**src/rtl/core/amia_pkg.sv**
```systemverilog
`timescale 1ns / 1ps

package amia_pkg;

   localparam int DataBitsDefault = 32;
   localparam int OperandBits = 32;
   localparam int ResultBits = 32;

   localparam logic [2:0] KIND_NOT = 3'd0;
   localparam logic [2:0] KIND_FIND_LEFT = 3'd1;
   localparam logic [2:0] KIND_FIND_RIGHT = 3'd2;
   localparam logic [2:0] KIND_FROM_BCD = 3'd3;
   localparam logic [2:0] KIND_TO_BCD = 3'd4;
   localparam logic [2:0] KIND_STORE = 3'd5;

   localparam logic STATUS_OK = 1'b0;
   localparam logic STATUS_ERROR = 1'b1;

   localparam logic [13:0] BcdLimit = 14'd9999;

   typedef struct packed {
      logic [2:0] kind;
      logic [OperandBits-1:0] operand;
   } req_type;

   typedef struct packed {
      logic [ResultBits-1:0] result;
      logic status;
   } rsp_type;

endpackage

```
**src/rtl/core/aml_monadic_integer_alu.sv**
```systemverilog
`timescale 1ns / 1ps
// Channel  Direction  Handshake               Payload
// req      in         req_valid / req_stall   amia_pkg::req_type (kind, operand)
// rsp      out        rsp_valid / rsp_stall   amia_pkg::rsp_type (result, status)
// One transaction is accepted per cycle while req_stall is low; its response passes through the input
// register, the operator logic and the result register before it is presented.
// Reset is synchronous and clears only the two valid flags.
// A stalled response holds the result register; the input register keeps
// accepting while it is empty, so req_stall rises only when both stages are full.

module aml_monadic_integer_alu #(
   parameter int DATA_BITS = amia_pkg::DataBitsDefault
) (
   input  logic clock,
   input  logic reset,
   input  logic req_valid,
   output logic req_stall,
   input  amia_pkg::req_type req_data,
   output logic rsp_valid,
   input  logic rsp_stall,
   output amia_pkg::rsp_type rsp_data
);

   logic in_valid_ff;
   logic in_valid_in;
   amia_pkg::req_type in_data_ff;
   logic out_valid_ff;
   logic out_valid_in;
   amia_pkg::rsp_type out_data_ff;
   amia_pkg::rsp_type computed;
   logic out_free;
   logic in_load;
   logic move;

   assign out_free = !out_valid_ff || !rsp_stall;
   assign move = in_valid_ff && out_free;
   assign req_stall = in_valid_ff && !out_free;
   assign in_load = req_valid && !req_stall;

   assign in_valid_in = in_load || (in_valid_ff && !out_free);
   assign out_valid_in = move || (out_valid_ff && rsp_stall);

   amia_compute #(
      .DATA_BITS(DATA_BITS)
   ) u_compute (
      .req(in_data_ff),
      .rsp(computed)
   );

   always_ff @(posedge clock) begin
      if (reset) begin
         in_valid_ff <= 1'b0;
         out_valid_ff <= 1'b0;
      end else begin
         in_valid_ff <= in_valid_in;
         out_valid_ff <= out_valid_in;
      end
   end

   always_ff @(posedge clock) begin
      if (in_load) begin
         in_data_ff <= req_data;
      end
      if (move) begin
         out_data_ff <= computed;
      end
   end

   assign rsp_valid = out_valid_ff;
   assign rsp_data = out_data_ff;

`ifndef SYNTHESIS
   a_error_zero: assert property (@(posedge clock) disable iff (reset)
      out_valid_ff && out_data_ff.status |-> out_data_ff.result == '0)
      else $error("Error response carries a nonzero result.");

   a_stall_only_full: assert property (@(posedge clock) disable iff (reset)
      req_stall |-> in_valid_ff && out_valid_ff)
      else $error("Request stalled while a stage is empty.");

   a_move_fills_output: assert property (@(posedge clock) disable iff (reset)
      move |=> out_valid_ff)
      else $error("Transaction moved to output but output is empty.");

   a_held_input_kept: assert property (@(posedge clock) disable iff (reset)
      in_valid_ff && !out_free |=> in_valid_ff && $stable(in_data_ff))
      else $error("Blocked transaction in input register was lost.");
`endif

endmodule

```
**src/rtl/core/amia_compute.sv**
```systemverilog
`timescale 1ns / 1ps

module amia_compute #(
   parameter int DATA_BITS = amia_pkg::DataBitsDefault
) (
   input  amia_pkg::req_type req,
   output amia_pkg::rsp_type rsp
);

   localparam int WordBits = (DATA_BITS < amia_pkg::OperandBits) ? DATA_BITS
                                                                  : amia_pkg::OperandBits;

   logic [amia_pkg::OperandBits-1:0] word_mask;
   logic [amia_pkg::OperandBits-1:0] x;
   logic [5:0] left_index;
   logic [5:0] right_index;
   logic [3:0] bcd_digit [4];
   logic bcd_bad;
   logic [13:0] bcd_value;
   logic [13:0] x14;
   logic [29:0] prod10;
   logic [26:0] prod100;
   logic [26:0] prod1000;
   logic [9:0] q10;
   logic [7:0] q100;
   logic [3:0] q1000;
   logic [13:0] rem0;
   logic [9:0] rem1;
   logic [7:0] rem2;
   logic to_bcd_over;
   logic [amia_pkg::ResultBits-1:0] value;
   logic error;

   always_comb begin
      for (int i = 0; i < amia_pkg::OperandBits; i++) begin
         word_mask[i] = (i < WordBits);
      end
   end

   assign x = req.operand & word_mask;

   always_comb begin
      left_index = 6'd0;
      for (int i = 0; i < amia_pkg::OperandBits; i++) begin
         if (x[i]) begin
            left_index = 6'(i + 1);
         end
      end
   end

   always_comb begin
      right_index = 6'd0;
      for (int i = amia_pkg::OperandBits - 1; i >= 0; i--) begin
         if (x[i]) begin
            right_index = 6'(i + 1);
         end
      end
   end

   always_comb begin
      bcd_bad = 1'b0;
      for (int i = 0; i < 4; i++) begin
         bcd_digit[i] = x[4*i +: 4];
         if (bcd_digit[i] > 4'd9) begin
            bcd_bad = 1'b1;
         end
      end
   end

   assign bcd_value = 14'(bcd_digit[0]) + 14'(bcd_digit[1]) * 14'd10
                    + 14'(bcd_digit[2]) * 14'd100 + 14'(bcd_digit[3]) * 14'd1000;

   // Quotients by 10, 100 and 1000 use reciprocal multiplication; they are exact below 10000.
   assign to_bcd_over = (x > 32'(amia_pkg::BcdLimit));
   assign x14 = x[13:0];
   assign prod10 = 30'(x14) * 30'd6554;
   assign prod100 = 27'(x14) * 27'd5243;
   assign prod1000 = 27'(x14) * 27'd8389;
   assign q10 = prod10[25:16];
   assign q100 = prod100[26:19];
   assign q1000 = prod1000[26:23];
   assign rem0 = x14 - 14'(q10) * 14'd10;
   assign rem1 = q10 - 10'(q100) * 10'd10;
   assign rem2 = q100 - 8'(q1000) * 8'd10;

   always_comb begin
      value = '0;
      error = amia_pkg::STATUS_OK;
      unique case (req.kind)
         amia_pkg::KIND_NOT: begin
            value = ~x & word_mask;
         end
         amia_pkg::KIND_FIND_LEFT: begin
            value = 32'(left_index);
         end
         amia_pkg::KIND_FIND_RIGHT: begin
            value = 32'(right_index);
         end
         amia_pkg::KIND_FROM_BCD: begin
            error = bcd_bad;
            value = 32'(bcd_value);
         end
         amia_pkg::KIND_TO_BCD: begin
            error = to_bcd_over;
            value = {16'd0, q1000, rem2[3:0], rem1[3:0], rem0[3:0]};
         end
         amia_pkg::KIND_STORE: begin
            value = x;
         end
         default: begin
            error = amia_pkg::STATUS_ERROR;
         end
      endcase
   end

   assign rsp.result = error ? '0 : value;
   assign rsp.status = error;

endmodule
```
**config.mk**
```make
export PLATFORM = sky130hd
export DESIGN_NAME = aml_monadic_integer_alu
export DESIGN_NICKNAME = d
export VERILOG_FILES = /design/src/rtl/core/amia_pkg.sv /design/src/rtl/core/aml_monadic_integer_alu.sv /design/src/rtl/core/amia_compute.sv
export SDC_FILE = /design/constraint.sdc
export NUM_CORES = 1
export LEC_CHECK = 0
export BUFFER_PORTS_ARGS = -buffer_cell sky130_fd_sc_hd__buf_4
export CORE_UTILIZATION = 50
export DETAILED_ROUTE_END_ITERATION = 10
export PLACE_DENSITY = 0.7
export SYNTH_ARGS = -nofsm -noshare
export SYNTH_HDL_FRONTEND = slang
export SYNTH_SLANG_ARGS = --single-unit
```
**constraint.sdc**
```tcl
create_clock -name clock -period 7.2 [get_ports clock]
set_clock_uncertainty 0.2 [all_clocks]
set_input_delay 1.8 -clock clock [delete_from_list [all_inputs] [get_ports clock]]
set_output_delay 1.8 -clock clock [all_outputs]
set_load 0.02 [all_outputs]
```
==> key figures <==
Status
  • Run status: completed

Setup path
  • Startpoint types: flop
  • Largest stage delay, worst path: 0.54 ns
  • CP cell instances: ha_1 > inv_1 > fa_1 > inv_1 > fa_1 > inv_1 > fa_1 > fa_1 > inv_1 > ha_1 > or4_1 > a211o_1 > o221ai_2 > o311a_4 > ha_1 > inv_1 > fa_1 > xnor2_1 > xnor2_1 > xnor2_1 > xnor2_2 > xnor3_1 > nand2b_1 > a21oi_2
  • CP arrival: 6.90 ns
  • CP Capture Type: flop
  • CP max stage cell: fa_1
  • CP delay by family, top: adder cells
  • Critical R2R Launch: in_data_ff[10]
  • Worst path required time: 7.20 ns
  • CP Buf/Inv Count: 5
  • Critical path fanouts, max: 3
  • Crit Path Category: flop to flop
  • Worst Setup SP: in_data_ff[10]

Logic synthesis
  • Post-synth EDFFs: 68
  • Async SR Flop Fraction: 0
  • Library cells used by synthesis: 78
  • Syn_nets: 1682
  • Top_reg_cell synth: edfxtp_1
  • Post-Synthesis Cells: 1238
  • Synth Register Bits: 70
  • Post-synth top cells: 282 x inv_1, 258 x ha_1, 147 x fa_1
  • Share of the synthesized area in the top cell type: 0.2624
  • Most common cell in the netlist: inv_1
  • Post-synth top area cell: ha_1
  • Sequential element share of the synthesized area: 0.1693
  • Syn_area_per_cell: 9.936 um^2
  • Top area cells in the synthesized netlist: ha_1 26%, fa_1 24%, edfxtp_1 17%
  • Post-synthesis cell area: 12300 um^2
  • Synth warnings: 0

STA
  • Worst setup margin: 0.3065 ns
  • Setup Total Neg Slack: 0 ns
  • Minimum clock period: 6.894 ns
  • Final Hold Vio Count: 0
  • Max Freq: 145.1 MHz
  • Setup repair after global routing missed its margin: false
  • Final setup fails: 0
  • Final Max Tran Viols: 0
  • Hold_ws: 0.2943 ns
  • Rel. slew slack: 0.2135
  • Worst slew pin tran: 1.177 ns
  • Final worst-path cycle share: 0.9574

Hold path
  • Hold WC Path Type: flop to flop
  • Hold_sp: in_valid_ff

Final layout
  • Fin nets: 1790
  • Layout fillers: 2133
  • Proportion of layout cells with a drive suffix above 1: 0.1155
  • Finished Cell Area: 13790 um^2
  • Antenna diode count: 0
  • Layout area overhead: 12.13%

Power
  • Clk pwr share: 0.099
  • Sw Ratio: 0.4698
  • Worst VDD drop: 393.9 uV
  • Combinational Power Share: 0.785
  • Total power: 4.464 mW
  • PwrDens: 323.6 nW/um^2
  • P_leak: 6.865 nW
  • Int Pwr: 2.367 mW
  • Sequential share of power: 0.116
  • NetSw: 2.097 mW

Placed design
  • Area post-placement: 13440 um^2
  • PortBufs: 73
  • Final GP Congestion: 0.9492
  • Post-DP HPWL: 27600 um
  • Setup slack at placement: 0.2132 ns

Clock network
  • Sink Count: 70
  • CTS tree: done
  • CTS H-tree depth: 3
  • Hold_buf cts: 0
  • Clk_lat worst skew: 0.35 ns
  • CTS Buf Count: 9
  • Clk pin slew, worst setup/hold paths: 0.07 ns
  • Clock Tree Root: clkbuf_16
  • Clk buf depth: 2

Global routing
  • GRT overflow: 0
  • Initial antenna violation count: 0
  • Vias in the first global route: 9623
  • GRT Total Usage: 0.2703
  • Global-route wire length before repair: 51820 um
  • Largest net degree at the start of global routing: 36

Die
  • Chip Width: 158.8 um
  • Num ports: 74
  • Core Area: 24250 um^2
  • Rows: 57
  • Starting density of the core: 0.5073
  • Die Span Y: 158.8 um
  • Die area: 25230 um^2

Drt
  • Average wire per standard cell: 19.59 um
  • Detail Route Antenna Nets: 0
  • 1st-iter DRT viols: 777
  • DR vias: 9343
  • Avg Vias per Cell: 5.578
  • Remaining routing DRC violations: 0
  • Total wire length: 32810 um
  • First-pass DRT Iterations: 5

Run
  • Maxcap violations: 0
-- tightest hold or removal path, delay by kind of cell (launching register included) --
family           cells  cell delay [ns]
flip-flops           1             0.34
AO/OA/AOI/OAI        1             0.05
AND/OR/NAND/NOR      1             0.07
-- kinds of logic after synthesis --
group,synth area share
xor+xnor,0.03560
fa+ha+maj,0.5017
compound gates,0.1230
flops,0.1693
simple gates,0.07049
buf+inv,0.09745
mux,0.002543
-- path summary, 6_finish.rpt --
kind	end	slack (ns)	cells after the start
setup reg to reg	rsp_data[8]	0.31	24
hold / removal	rsp_valid	0.29	2
hold reg to reg	rsp_valid	0.29	2
setup / recovery	rsp_data[8]	0.31	24
-- area by class of cell --
class	count	area (um^2)	area share
inverter	287	1077	0.07811
multi-input combinational	861	9050	0.6562
sequential	70	2082	0.1510
clock inverter	7	61.31	0.004445
clock buffer	9	225.2	0.01633
timing repair buffer	117	890.9	0.06459
tap	324	405.4	0.02939
-- sequential cells by signal, summed over array words and instances (netlist names) --
signal       cells
in_data_ff      35
rsp_valid        1
rsp_data        33
in_valid_ff      1
-- power groups by stage --
stage	sequential (mW)	clock [mW]	combinational (mW)
after floorplan	0.547	0	2.62
after global placement	0.528	0	3.39
after detailed placement	0.529	0	3.44
after CTS	0.520	0.449	3.49
after global routing	0.522	0.462	3.93
final	0.518	0.443	3.50
-- metrics by stage --
stage	utilization	instances
2_1_floorplan	-	1238
3_3_place_gp	0.5542	1651
3_5_place_dp	0.5542	1651
4_1_cts	0.5660	1667
5_1_grt	0.5688	1675
6_report	0.5688	1675
-- cell usage in the layout (no fill, tap or decap), types with 5 or more instances in the layout --
master / n
inv_2: 5
edfxtp_1: 68
nor2b_1: 7
nor2_1: 61
xnor2_1: 34
o21ai_0: 27
o21a_1: 6
buf_4: 116
o21ai_1: 13
a22oi_1: 6
nand3_1: 11
nor4_1: 12
a31oi_1: 11
or3_1: 8
ha_1: 258
clkbuf_16: 9
o31ai_1: 7
a21o_1: 14
fa_1: 147
o211ai_1: 8
nor3_1: 14
a211oi_1: 11
a21oi_1: 61
xor2_1: 9
nand2_1: 45
inv_1: 282
-- repair_timing --
| item | CTS | global route |
|---|---|---|
| setup buffers | 0 | 8 |
| gates resized for setup | 0 | 1 |
| endpoints found under the setup margin | 0 | 2 |
| hold endpoints to repair | 0 | 0 |
-- metal layers --
metal,global-route usage,up-vias,share of wire
met2,0.4346,354,0.46
met4,0.08473,0,0.027
met3,0.04624,61,0.081
met1,0.3709,4554,0.43
li1,-,4374,-
met5,0,-,0
No activity file was read; power rests on OpenSTA's default activity.
